[src/rtl/core/dsva_pkg.sv]
// ----------------------------------------------------------------------------
// dsva_pkg
// Types and constants shared by the scene vote aggregator and its channel
// interfaces.
// ----------------------------------------------------------------------------
package dsva_pkg;

  // Scene frequency that marks a backdoor scene.
  localparam logic [15:0] BACKDOOR_MARK = 16'hbacd;
  // Saturation limit of the user counters.
  localparam logic [7:0]  COUNT_MAX     = 8'hff;

  typedef enum logic [1:0] {
    OP_REQUEST = 2'd0,
    OP_EXIT    = 2'd1,
    OP_SET     = 2'd2,
    OP_NONE    = 2'd3
  } op_e;

  typedef enum logic [1:0] {
    ACT_STATUS = 2'd0,
    ACT_VOTE   = 2'd1,
    ACT_FORCE  = 2'd2,
    ACT_AUTO   = 2'd3
  } act_e;

  typedef enum logic [1:0] {
    STS_OK        = 2'd0,
    STS_NOT_READY = 2'd1,
    STS_BAD_SCENE = 2'd2,
    STS_NO_BDOOR  = 2'd3
  } sts_e;

  typedef enum logic [1:0] {
    CFG_ENABLE    = 2'd0,
    CFG_SCENES    = 2'd1,
    CFG_BDOOR     = 2'd2,
    CFG_UNUSED    = 2'd3
  } cfg_e;

  typedef struct packed {
    logic [1:0]  operation;
    logic [4:0]  scene_index;
    logic [15:0] new_freq;
    logic [3:0]  new_group;
  } in_item_t;

  typedef struct packed {
    logic [1:0]  action;
    logic [15:0] value;
    logic [3:0]  vote_group;
    logic [1:0]  status;
    logic        last;
  } out_item_t;

  // One scene table entry.
  typedef struct packed {
    logic [15:0] freq;
    logic [3:0]  grp;
    logic [7:0]  users;
  } scene_t;

endpackage

[src/rtl/core/dsva_in_if.sv]
// ----------------------------------------------------------------------------
// dsva_in_if
// Valid/ready channel that carries one operation to the aggregator.
// ----------------------------------------------------------------------------
interface dsva_in_if;
  logic               valid;
  logic               ready;
  dsva_pkg::in_item_t payload;

  modport source (output valid, output payload, input ready);
  modport sink   (input valid, input payload, output ready);
endinterface

[src/rtl/core/dsva_out_if.sv]
// ----------------------------------------------------------------------------
// dsva_out_if
// Valid/ready channel that carries one result from the aggregator.
// ----------------------------------------------------------------------------
interface dsva_out_if;
  logic                valid;
  logic                ready;
  dsva_pkg::out_item_t payload;

  modport source (output valid, output payload, input ready);
  modport sink   (input valid, input payload, output ready);
endinterface

[src/rtl/core/dfs_scene_vote_aggregator.sv]
// ----------------------------------------------------------------------------
// dfs_scene_vote_aggregator
// Scene table with per-group frequency voting and backdoor frequency control.
// ----------------------------------------------------------------------------
// The block works on one operation at a time. An accepted transaction first
// reads its scene entry from the scene table (a synchronous RAM with one read
// port, one write port and a registered read output), updates it and writes
// it back. Unless the operation is a backdoor request, the block then walks
// the scene table one entry per cycle to find the largest frequency among
// scenes of the affected group that have users, compares it with the group's
// last vote and queues a vote when it changed. The walk over the single RAM
// read port makes the time per operation grow with the number of scenes in
// use (at most MAX_SCENES); the next operation is accepted only after the
// last result has been queued. A backdoor request skips the walk and the
// vote, and an operation that fails the enable or scene check, or carries
// the unused opcode, goes straight to its status result. Results (one or two
// per operation, the final one flagged by last) go to a two-entry output
// queue, so the next operation is taken while earlier results still wait for
// the consumer. When that queue is full, the sequencer holds in its emit
// states for as long as the consumer stalls. User counts are cleared at reset
// through one valid bit per entry, so no clearing pass is needed; frequency
// and group of a scene hold no defined value until a set operation writes
// them. The user must write configuration only while the block is idle; the
// block itself does not enforce this.
// ----------------------------------------------------------------------------
module dfs_scene_vote_aggregator #(
  parameter int MAX_SCENES = 32,
  parameter int NUM_GROUPS = 16
) (
  input  logic        clk_i,
  input  logic        rst_ni,
  // Configuration write port.
  input  logic        cfg_we_i,
  input  logic [1:0]  cfg_idx_i,
  input  logic [15:0] cfg_data_i,
  // Operation and result channels.
  dsva_in_if.sink     in_i,
  dsva_out_if.source  out_o
);
  import dsva_pkg::*;

  // Address width of the scene table and width of a scene count.
  localparam int IW = (MAX_SCENES > 1) ? $clog2(MAX_SCENES) : 1;
  localparam int CW = $clog2(MAX_SCENES + 1);
  localparam int GW = (NUM_GROUPS > 1) ? $clog2(NUM_GROUPS) : 1;

  typedef enum logic [2:0] {
    ST_IDLE,
    ST_MOD,
    ST_SCAN,
    ST_VOTE,
    ST_EM_VOTE,
    ST_EM_CMD,
    ST_EM_STAT
  } state_e;

  // --------------------------------------------------------------------------
  // Configuration registers.
  // --------------------------------------------------------------------------
  logic        enable_q;
  logic [5:0]  scenes_q;
  logic [15:0] bdoor_freq_q;

  always_ff @(posedge clk_i or negedge rst_ni) begin
    if (!rst_ni) begin
      enable_q     <= 1'b0;
      scenes_q     <= '0;
      bdoor_freq_q <= '0;
    end else if (cfg_we_i) begin
      unique case (cfg_idx_i)
        CFG_ENABLE: enable_q     <= cfg_data_i[0];
        CFG_SCENES: scenes_q     <= cfg_data_i[5:0];
        CFG_BDOOR:  bdoor_freq_q <= cfg_data_i;
        default:    ;
      endcase
    end
  end

  // Number of scene entries taken into account.
  logic [8:0]    scenes9;
  logic [CW-1:0] lim;

  assign scenes9 = {3'b000, scenes_q};
  assign lim     = (scenes9 > 9'(MAX_SCENES)) ? CW'(MAX_SCENES) : scenes9[CW-1:0];

  // --------------------------------------------------------------------------
  // Control registers.
  // --------------------------------------------------------------------------
  state_e        state_q;
  logic [1:0]    op_q;
  logic [IW-1:0] addr_q;
  logic [15:0]   nf_q;
  logic [3:0]    ng_q;
  logic [3:0]    vgrp_q;
  logic [CW-1:0] cnt_q;
  logic          chk_q;
  logic          chk_vld_q;
  logic [15:0]   max_q;
  logic          vote_pend_q;
  logic [15:0]   vote_val_q;
  logic          cmd_pend_q;
  logic [1:0]    cmd_act_q;
  logic [15:0]   cmd_val_q;
  logic [1:0]    status_q;
  logic [7:0]    bd_users_q;
  logic [15:0]   last_vote_q [NUM_GROUPS];

  // --------------------------------------------------------------------------
  // Scene table: RAM plus one valid bit per entry for the user count reset.
  // --------------------------------------------------------------------------
  scene_t              scene_mem [MAX_SCENES];
  scene_t              rd_data_q;
  logic [MAX_SCENES-1:0] vld_q;
  logic [IW-1:0]       rd_addr;
  logic                mem_we;
  scene_t              wr_data;
  logic [8:0]          in_idx9;

  assign in_idx9 = {4'b0000, in_i.payload.scene_index};
  assign rd_addr = (state_q == ST_SCAN) ? cnt_q[IW-1:0] : in_idx9[IW-1:0];
  assign mem_we  = (state_q == ST_MOD);

  always_ff @(posedge clk_i) begin
    if (mem_we) begin
      scene_mem[addr_q] <= wr_data;
    end
    rd_data_q <= scene_mem[rd_addr];
  end

  always_ff @(posedge clk_i or negedge rst_ni) begin
    if (!rst_ni) begin
      vld_q <= '0;
    end else if (mem_we) begin
      vld_q[addr_q] <= 1'b1;
    end
  end

  // Entry read for the operation; an entry never written has no users.
  scene_t cur;
  logic   is_bd;

  always_comb begin
    cur = rd_data_q;
    if (!vld_q[addr_q]) begin
      cur.users = '0;
    end
  end

  assign is_bd = (cur.freq == BACKDOOR_MARK);

  always_comb begin
    wr_data = cur;
    unique case (op_q)
      OP_REQUEST: if (cur.users != COUNT_MAX) wr_data.users = cur.users + 8'd1;
      OP_EXIT:    if (cur.users != '0) wr_data.users = cur.users - 8'd1;
      default: begin
        wr_data.freq = nf_q;
        wr_data.grp  = ng_q;
      end
    endcase
  end

  // Scan compare on the entry that arrives from the RAM.
  logic scan_hit;

  assign scan_hit = chk_q && chk_vld_q && (rd_data_q.users != '0) &&
                    (rd_data_q.grp == vgrp_q) && (rd_data_q.freq > max_q);

  // Slot of the group's last vote: group modulo the group count.
  logic [GW-1:0] slot;

  always_comb begin
    slot = '0;
    for (int k = 0; k < 16; k++) begin
      if (vgrp_q == 4'(k)) begin
        slot = GW'(k % NUM_GROUPS);
      end
    end
  end

  // --------------------------------------------------------------------------
  // Output queue, two entries deep.
  // --------------------------------------------------------------------------
  out_item_t oq_q [2];
  logic      oq_wr_q;
  logic      oq_rd_q;
  logic [1:0] oq_cnt_q;
  logic      oq_full;
  logic      push;
  logic      pop;
  out_item_t push_item;
  logic      need_stat;

  assign oq_full   = (oq_cnt_q == 2'd2);
  assign pop       = out_o.valid && out_o.ready;
  assign need_stat = (status_q != STS_OK) || (!vote_pend_q && !cmd_pend_q);

  always_comb begin
    push      = 1'b0;
    push_item = '0;
    unique case (state_q)
      ST_EM_VOTE: begin
        push                 = vote_pend_q && !oq_full;
        push_item.action     = ACT_VOTE;
        push_item.value      = vote_val_q;
        push_item.vote_group = vgrp_q;
        push_item.last       = !cmd_pend_q && !need_stat;
      end
      ST_EM_CMD: begin
        push             = cmd_pend_q && !oq_full;
        push_item.action = cmd_act_q;
        push_item.value  = cmd_val_q;
        push_item.last   = !need_stat;
      end
      ST_EM_STAT: begin
        push             = need_stat && !oq_full;
        push_item.action = ACT_STATUS;
        push_item.status = status_q;
        push_item.last   = 1'b1;
      end
      default: ;
    endcase
  end

  always_ff @(posedge clk_i) begin
    if (push) begin
      oq_q[oq_wr_q] <= push_item;
    end
  end

  always_ff @(posedge clk_i or negedge rst_ni) begin
    if (!rst_ni) begin
      oq_wr_q  <= 1'b0;
      oq_rd_q  <= 1'b0;
      oq_cnt_q <= '0;
    end else begin
      if (push) oq_wr_q <= !oq_wr_q;
      if (pop)  oq_rd_q <= !oq_rd_q;
      unique case ({push, pop})
        2'b10:   oq_cnt_q <= oq_cnt_q + 2'd1;
        2'b01:   oq_cnt_q <= oq_cnt_q - 2'd1;
        default: ;
      endcase
    end
  end

  assign out_o.valid   = (oq_cnt_q != '0);
  assign out_o.payload = oq_q[oq_rd_q];

  // --------------------------------------------------------------------------
  // Operation sequencer.
  // --------------------------------------------------------------------------
  logic accept;

  assign in_i.ready = (state_q == ST_IDLE);
  assign accept     = in_i.valid && in_i.ready;

  always_ff @(posedge clk_i or negedge rst_ni) begin
    if (!rst_ni) begin
      state_q     <= ST_IDLE;
      op_q        <= OP_REQUEST;
      addr_q      <= '0;
      nf_q        <= '0;
      ng_q        <= '0;
      vgrp_q      <= '0;
      cnt_q       <= '0;
      chk_q       <= 1'b0;
      chk_vld_q   <= 1'b0;
      max_q       <= '0;
      vote_pend_q <= 1'b0;
      vote_val_q  <= '0;
      cmd_pend_q  <= 1'b0;
      cmd_act_q   <= ACT_STATUS;
      cmd_val_q   <= '0;
      status_q    <= STS_OK;
      bd_users_q  <= '0;
      for (int g = 0; g < NUM_GROUPS; g++) begin
        last_vote_q[g] <= '0;
      end
    end else begin
      unique case (state_q)
        ST_IDLE: begin
          if (accept) begin
            op_q        <= in_i.payload.operation;
            addr_q      <= in_idx9[IW-1:0];
            nf_q        <= in_i.payload.new_freq;
            ng_q        <= in_i.payload.new_group;
            vote_pend_q <= 1'b0;
            cmd_pend_q  <= 1'b0;
            if (!enable_q) begin
              status_q <= STS_NOT_READY;
              state_q  <= ST_EM_STAT;
            end else if (in_i.payload.operation == OP_NONE) begin
              status_q <= STS_OK;
              state_q  <= ST_EM_STAT;
            end else if (in_idx9 >= 9'(lim)) begin
              status_q <= STS_BAD_SCENE;
              state_q  <= ST_EM_STAT;
            end else begin
              status_q <= STS_OK;
              state_q  <= ST_MOD;
            end
          end
        end

        ST_MOD: begin
          // The entry is written back in this cycle; the walk starts after it.
          vgrp_q <= (op_q == OP_SET) ? ng_q : cur.grp;
          cnt_q  <= '0;
          chk_q  <= 1'b0;
          max_q  <= '0;
          // A backdoor request counts its user but casts no vote.
          state_q <= (op_q == OP_REQUEST && is_bd) ? ST_EM_VOTE : ST_SCAN;
          if (op_q == OP_REQUEST && is_bd) begin
            if (bdoor_freq_q == '0) begin
              status_q <= STS_NO_BDOOR;
            end else begin
              if (bd_users_q == '0) begin
                cmd_pend_q <= 1'b1;
                cmd_act_q  <= ACT_FORCE;
                cmd_val_q  <= bdoor_freq_q;
              end
              if (bd_users_q != COUNT_MAX) bd_users_q <= bd_users_q + 8'd1;
            end
          end else if (op_q == OP_EXIT && is_bd) begin
            // The auto enable command follows the vote of this exit.
            if (bdoor_freq_q == '0) begin
              status_q <= STS_NO_BDOOR;
            end else if (bd_users_q != '0) begin
              bd_users_q <= bd_users_q - 8'd1;
              if (bd_users_q == 8'd1) begin
                cmd_pend_q <= 1'b1;
                cmd_act_q  <= ACT_AUTO;
                cmd_val_q  <= '0;
              end
            end
          end
        end

        ST_SCAN: begin
          if (scan_hit) max_q <= rd_data_q.freq;
          if (cnt_q < lim) begin
            chk_q     <= 1'b1;
            chk_vld_q <= vld_q[cnt_q[IW-1:0]];
            cnt_q     <= cnt_q + CW'(1);
          end else begin
            chk_q   <= 1'b0;
            state_q <= ST_VOTE;
          end
        end

        ST_VOTE: begin
          if (max_q != last_vote_q[slot]) begin
            last_vote_q[slot] <= max_q;
            vote_pend_q       <= 1'b1;
            vote_val_q        <= max_q;
          end
          state_q <= ST_EM_VOTE;
        end

        ST_EM_VOTE: begin
          if (!vote_pend_q || push) state_q <= ST_EM_CMD;
        end

        ST_EM_CMD: begin
          if (!cmd_pend_q || push) state_q <= ST_EM_STAT;
        end

        ST_EM_STAT: begin
          if (!need_stat || push) state_q <= ST_IDLE;
        end

        default: state_q <= ST_IDLE;
      endcase
    end
  end

endmodule

[src/flat_wrapper.sv]
// flat-port wrapper written by rule: the top's interface ports become plain ports
module dfs_scene_vote_aggregator_flat import dsva_pkg::*;
#(
  parameter int MAX_SCENES = 32,
  parameter int NUM_GROUPS = 16
)
  (clk_i, rst_ni, cfg_we_i, cfg_idx_i, cfg_data_i, in_i_valid, in_i_payload, in_i_ready, out_o_valid, out_o_payload, out_o_ready);
  dsva_in_if in_i_i ();
  dsva_out_if out_o_i ();
  input  logic clk_i;
  input  logic rst_ni;
  input  logic cfg_we_i;
  input  logic [1:0] cfg_idx_i;
  input  logic [15:0] cfg_data_i;
  input wire logic [$bits(in_i_i.valid)-1:0] in_i_valid;
  input wire logic [$bits(in_i_i.payload)-1:0] in_i_payload;
  output wire logic [$bits(in_i_i.ready)-1:0] in_i_ready;
  output wire logic [$bits(out_o_i.valid)-1:0] out_o_valid;
  output wire logic [$bits(out_o_i.payload)-1:0] out_o_payload;
  input wire logic [$bits(out_o_i.ready)-1:0] out_o_ready;
  assign in_i_i.valid = in_i_valid;
  assign in_i_i.payload = in_i_payload;
  assign in_i_ready = in_i_i.ready;
  assign out_o_valid = out_o_i.valid;
  assign out_o_payload = out_o_i.payload;
  assign out_o_i.ready = out_o_ready;
  dfs_scene_vote_aggregator #(.MAX_SCENES(MAX_SCENES), .NUM_GROUPS(NUM_GROUPS)) u_core (.clk_i(clk_i), .rst_ni(rst_ni), .cfg_we_i(cfg_we_i), .cfg_idx_i(cfg_idx_i), .cfg_data_i(cfg_data_i), .in_i(in_i_i), .out_o(out_o_i));
endmodule
[config.mk]
export PLATFORM = sky130hd
export DESIGN_NAME = dfs_scene_vote_aggregator_flat
export DESIGN_NICKNAME = d
export VERILOG_FILES = /design/src/rtl/core/dsva_pkg.sv /design/src/rtl/core/dsva_in_if.sv /design/src/rtl/core/dsva_out_if.sv /design/src/rtl/core/dfs_scene_vote_aggregator.sv /design/src/flat_wrapper.sv
export SDC_FILE = /design/constraint.sdc
export NUM_CORES = 2
export LEC_CHECK = 0
export BUFFER_PORTS_ARGS = -buffer_cell sky130_fd_sc_hd__buf_2
export CORE_ASPECT_RATIO = 1.25
export CORE_UTILIZATION = 53
export CTS_CLUSTER_DIAMETER = 200
export DETAILED_ROUTE_END_ITERATION = 8
export PLACE_DENSITY = 0.65
export SLEW_MARGIN = 40
export SYNTH_ARGS = -nofsm -noshare
export SYNTH_HDL_FRONTEND = slang
export SYNTH_SLANG_ARGS = --single-unit
[constraint.sdc]
create_clock -name clk_i -period 6.2 [get_ports clk_i]
set_clock_uncertainty 0.15 [all_clocks]
set_input_delay 0.62 -clock clk_i [delete_from_list [all_inputs] [get_ports clk_i]]
set_output_delay 0.62 -clock clk_i [all_outputs]
set_load 0.01 [all_outputs]
# After elaboration in Yosys (flattened, before gate mapping)
# Memories as Yosys holds them, arrays and structs flattened. A register that Yosys moved wholly into a read port is not among the register bits.
# Cells that the tools add are included.
# totals
regBits	419
n_memories	2
elab_cells	269
mem_bits_rw	946
romBits	0
latch_bits	0
# classes
bitwise_logic	3
div_mod_pow	0
multipliers	0
addsub	7
reduce_logical	57
magnitude_cmp	9
n_mux	101
n_eq_ne	50
n_shift	0
# memory_table
name	words	width	read_ports	rd_ports_with_merged_regs	wr	line_no	source
u_core.scene_mem	32	28	1	1	1	dfs_scene_vote_aggregator.sv:111	scene_t scene_mem [MAX_SCENES];
u_core.oq_q	2	25	1	0	1	dfs_scene_vote_aggregator.sv:184	out_item_t oq_q [2];
# op_table
operator	count
bitwise mux 256 bit	1
2-to-1 mux 16 bit	11
2-to-1 mux 8 bit	9
binary-select mux 16 bit (select 4 bit)	1
demux 16 bit (select 4 bit)	1
one-hot mux 16 bit (2 select lines)	2
2-to-1 mux 4 bit	10
2-to-1 mux 3 bit	13
2-to-1 mux 2 bit	17
== test 4 bit, second input constant	8
bitwise OR 32 bit	1
nonzero test 8 bit	3
one-hot mux 3 bit (7 select lines)	1
2-to-1 mux 20 bit	1
2-to-1 mux 1 bit	18
nonzero test 2 bit	9
adder 8 x 1 -> 8 bit, second input constant	2
== test 16 bit, second input constant	1
== test 4 x 3 -> 1 bit, second input constant	4
greater-than comparator 16 bit	1
logical NOT 16 bit	1
!= test 16 bit	1
!= test 8 bit, second input constant	2
one-hot mux 8 bit (2 select lines)	1
45 further kinds	108

# Longest topological paths before layout
# depth
word_depth	23
mapped_depth	15
depth_no_buf	13

# Worst setup path before layout
# No wires, ideal clock.
# synth_path
path_kind	flip-flop to flip-flop
startpoint	register u_core.addr_q[0]
endpoint	memory u_core.scene_mem[0][1] (netlist name) (data pin)
stages_incl_launch_ff	13
arrival_ns	4.532
slack_ns	1.039
path_cell_list	dfrtp_1 > clkbuf_1 > mux4_2 > a32oi_1 > nand4_1 > clkbuf_1 > nand2_1 > ha_1 > a21boi_0 > nor2_1 > o21ai_0 > o21ai_0 > a221oi_1
# synth_lines
element	line_no	source
from (decl)	dfs_scene_vote_aggregator.sv:91	logic [IW-1:0] addr_q;
from (signal assigned)	dfs_scene_vote_aggregator.sv:285	addr_q <= in_idx9[IW-1:0];
to (decl)	dfs_scene_vote_aggregator.sv:111	

# Final worst setup path
# layout_path
startpoint	register u_core.vgrp_q[1]
endpoint	register u_core.last_vote_q[213] (netlist name)
# layout_via
elab_chain_len	22
elab_cells_between_ends	42
classes_between	order compare (2); eq/ne (16); mux (21); bitwise (1); reduce/logical (2)
# layout_lines
element	line_no	source
from (decl)	dfs_scene_vote_aggregator.sv:94	logic [3:0] vgrp_q;
from (signal assigned)	dfs_scene_vote_aggregator.sv:308	vgrp_q <= (op_q == OP_SET) ? ng_q : cur.grp;
== test 4 x 1 -> 1 bit	dfs_scene_vote_aggregator.sv:175	if (vgrp_q == 4'(k)) begin
2-to-1 mux 1 bit	dfs_scene_vote_aggregator.sv:175	
2-to-1 mux 2 bit (2 in a row)	dfs_scene_vote_aggregator.sv:175	
2-to-1 mux 3 bit (4 in a row)	dfs_scene_vote_aggregator.sv:175	
2-to-1 mux 4 bit (7 in a row)	dfs_scene_vote_aggregator.sv:175	
2-to-1 mux 4 bit (*)	dfs_scene_vote_aggregator.sv:175	
NOT 4 -> 5 bit (not written as such) (*)	dfs_scene_vote_aggregator.sv:353, dfs_scene_vote_aggregator.sv:354	
binary-select mux 16 bit (select 4 bit), or another cell as far along	dfs_scene_vote_aggregator.sv:353	if (max_q != last_vote_q[slot]) begin
2-to-1 mux 16 bit (not written as such) or logical AND 1 bit (tied branches)	dfs_scene_vote_aggregator.sv:353, dfs_scene_vote_aggregator.sv:354	
2-to-1 mux 16 bit (on tied branches)	dfs_scene_vote_aggregator.sv:353, dfs_scene_vote_aggregator.sv:354	
!= test 16 bit or demux 16 bit (select 4 bit) (tied branches)	dfs_scene_vote_aggregator.sv:353, dfs_scene_vote_aggregator.sv:354	
AND reduction 2 bit (no line) or bitwise mux 256 bit (tied branches)	--	
to (signal, indexed assignment)	dfs_scene_vote_aggregator.sv:354	last_vote_q[slot] <= max_q;
to (decl)	dfs_scene_vote_aggregator.sv:106	logic [15:0] last_vote_q [NUM_GROUPS];
# Every way passes the cells marked *; elsewhere a longest branch is shown, timed or not. The select of a mux whose other input is x is not followed.
# A chain may end at the register's enable or synchronous reset.

==> metrics.yaml <==
worst_pin_slew_ns: 0.844
final-max-slew-violation-count: 0
hpwl_um: 86500
grt_max_degree: 129
post_cts_buffers: 0
setup_tns_ns: 0
fmax_ghz: 0.217
pre_cts_slack_ns: 1.53
async_reset_ff_share_pct: 30.1
grt_pass1_vias: 33500
remaining_drc_errors: 0
ios: 77
synth_nets: 3558
cp.arrival_ns: 5.09
die_w_um: 298
holdCritPathClass: "input pin to flip-flop"
report.final.setup_viol: 0
ys_ff_latch: 1393
antenna_left: 0
cp-start-kind: "flip-flop"
cts_sinks: 1393
die_height_um: 372
wl_met3_um: 8680
cts_root_buffer: "clkbuf_16"
gp_congestion: 0.887
synth-simple-area-share_pct: 6.74
timing.final.crit_share_pct: 74.2
synth_compound_area_share_pct: 2.42
area_growth_pct: 13.0
status: "finished clean"
path_clk_slew_ns: 0.06
htreeDepth: 4
synth_top_family_by_area: "multiplexers"
ys_warn_count: 0
drt-met1-wl_um: 55400
vias: 31800
syn_avg_cell_area_um2: 16.7
clk_latency_ns: 0.78
setup.worst_path.class: "flip-flop to flip-flop"
synth.cell_area_mm2: 0.0580
syn_inst: 3473
synthAdderAreaFrac_pct: 0.755
antenna_found_initial: 1
overflow: 0
fp-row-count: 135
dr.first_iter.drc_count: 2913
grt_pass1_wl_um: 218000
ir_drop_mv: 0.279
synth_edf_count: 946
drive_above_1_share_pct: 29.6
start_util_pct: 53.5
synthXorXnorAreaFrac_pct: 0.709
numPortBuffers: 76
highest_layer: "met4"
clockBufferDepth: 3
power.leakage_nw: 24.8
cts_tree: "done"
track_usage_pct: 27.0
drt_wl_total_um: 146000
synth_flop_cell: "edfxtp_1"
first_pass_iters: 8
design.die.area_mm2: 0.111
yosysSeqAreaShare_pct: 68.0
drv_cap: 0
hold_violations: 0
cts_buffers: 137
num_antenna_cells: 0
setup_slack_ns: 1.60
avgRoutedWirePerCell_um: 28.2
worstPathRequired_ns: 6.69
end_kind: "flip-flop"
synthMuxAreaShare_pct: 19.4
powerDensity_mw_per_mm2: 428
core_mm2: 0.108
vias_per_cell: 6.15
finalCriticalPeriod_ns: 4.60
nets: 3707
yosysUniqueCellTypes: 71
route.met2.wl_um: 75200
grt_setup_unrepaired: "no"
relSlewSlack_pct: 43.6
path_max_fanout: 29
## flip-flops by register name (all words and copies together), names as in the netlist, 4 cells and up
register / flops
u_core.last_vote_q: 256
u_core.ng_q: 4
u_core.max_q: 16
u_core.addr_q: 5
u_core.cnt_q: 6
u_core.oq_q: 50
u_core.vgrp_q: 4
u_core.bdoor_freq_q: 16
u_core.scenes_q: 6
u_core.nf_q: 16
u_core.cmd_val_q: 16
u_core.vld_q: 32
u_core.rd_data_q: 8
u_core.scene_mem: 896
u_core.vote_val_q: 16
u_core.bd_users_q: 8
u_core.cur: 20
## power by group
| part | internal (W) | switching, W | total [W] |
|---|---|---|---|
| clock network | 0.00454 | 0.00351 | 0.00805 |
| registers | 0.0120 | 0.000780 | 0.0128 |
| logic | 0.00269 | 0.00452 | 0.00720 |
## per-stage QoR
step	power, W	hold WS [ns]	instances	cell area, µm²	util (%)
after floorplan	0.0176	0.174	3473	58000	-
after global placement	0.0198	0.293	4867	60500	55.8
after detailed placement	0.0202	0.300	4879	60800	56.1
after CTS	0.0282	0.00306	5164	65500	60.4
after global routing	0.0292	0.0191	5166	65600	60.5
final	0.0281	0.0425	5166	65600	60.5
## worst max-delay path: stages, from the launching register on
cell and delay, ns:
dfrtp_4 0.75, buf_12 0.29, mux4_2 0.54, mux2i_1 0.18, xnor2_1 0.09, nor4_1 0.59, o22ai_1 0.22, nor4_4 0.39
buf_4 0.32, nand4b_2 0.53, mux2_2 0.41
## Yosys cell counts, types with 15 or more instances
| cell | n | area, µm² |
|---|---|---|
| a21oi_1 | 26 | 130 |
| a22o_1 | 33 | 289 |
| buf_1 | 37 | 139 |
| buf_2 | 17 | 85.1 |
| clkbuf_1 | 140 | 526 |
| dfrtp_1 | 419 | 10500 |
| dfxtp_1 | 28 | 561 |
| edfxtp_1 | 946 | 28400 |
| ha_1 | 35 | 438 |
| inv_1 | 40 | 150 |
| mux2_1 | 26 | 293 |
| mux2_2 | 237 | 2670 |
| mux2_4 | 60 | 901 |
| mux2i_1 | 59 | 591 |
| mux4_2 | 302 | 6800 |
| nand2_1 | 413 | 1550 |
| nand3_1 | 172 | 861 |
| nor2_1 | 80 | 300 |
| nor2b_1 | 15 | 93.8 |
| nor3_1 | 22 | 110 |
| o21ai_0 | 89 | 445 |
| or2_2 | 36 | 225 |
| xnor2_1 | 34 | 298 |
## cells by family (layout without fill, tap and decap cells)
group,after synthesis,after routing
and+or+nand+nor,837,837
DFF,1393,1393
muxes,684,684
adders and majority gates,35,35
buffers and inverters,260,515
AOI/OAI and AO/OA,217,217
xor gates and xnor gates,47,47
## cell usage in the layout (no fill, tap or decap), types with 35 or more instances in the layout
cell type	netlist	layout
dfrtp_1	419	410
mux4_2	302	302
inv_1	40	40
ha_1	35	35
or2_2	36	36
nor2_1	80	45
o21ai_0	89	82
mux2_4	60	62
edfxtp_1	946	946
buf_4	11	90
nor2_4	5	38
dlygate4sd3_1	0	40
mux2i_1	59	55
buf_2	17	75
nand2_1	413	413
nand3_1	172	171
mux2_2	237	235
clkbuf_16	0	140
## per-layer routing
metal  track usage (%)  vias up
met5                 0        -
met4              12.1        0
met3              4.60      296
met2              46.7     1144
met1              33.3    16800
li1                  -    13600
## final timing paths
kind / cells after the start / end / from / slack [ns]
hold reg to reg: 1 / u_core.cmd_act_q[1] / u_core.cmd_act_q[1] / 0.31
setup reg to reg: 10 / u_core.last_vote_q[213] / u_core.vgrp_q[1] / 1.60
setup / recovery: 10 / u_core.last_vote_q[213] / u_core.vgrp_q[1] / 1.60
min in group asynchronous: 2 / u_core.cmd_act_q[1] / rst_ni / 0.18
hold / removal: 3 / u_core.nf_q[5] / in_i_payload[9] / 0.04
max in group asynchronous: 4 / u_core.vgrp_q[1] / rst_ni / 4.23
## timing repair
action                     in CTS  in global routing
hold endpoints to repair      144                  0
hold buffers                   40                  0
setup endpoints to repair       0                  0
resized for setup               0                  0
## layout make-up
cell class                      instances  area (µm²)
Tap cell                             1438        1800
Sequential cell                      1393       39500
Multi-Input combinational cell       1820       17800
Timing Repair Buffer                  230        1980
Fill cell                            7897       42900
Clock inverter                         59         542
Clock buffer                          186        3800
Inverter                               40         150
No activity file was read; power rests on OpenSTA's default activity.
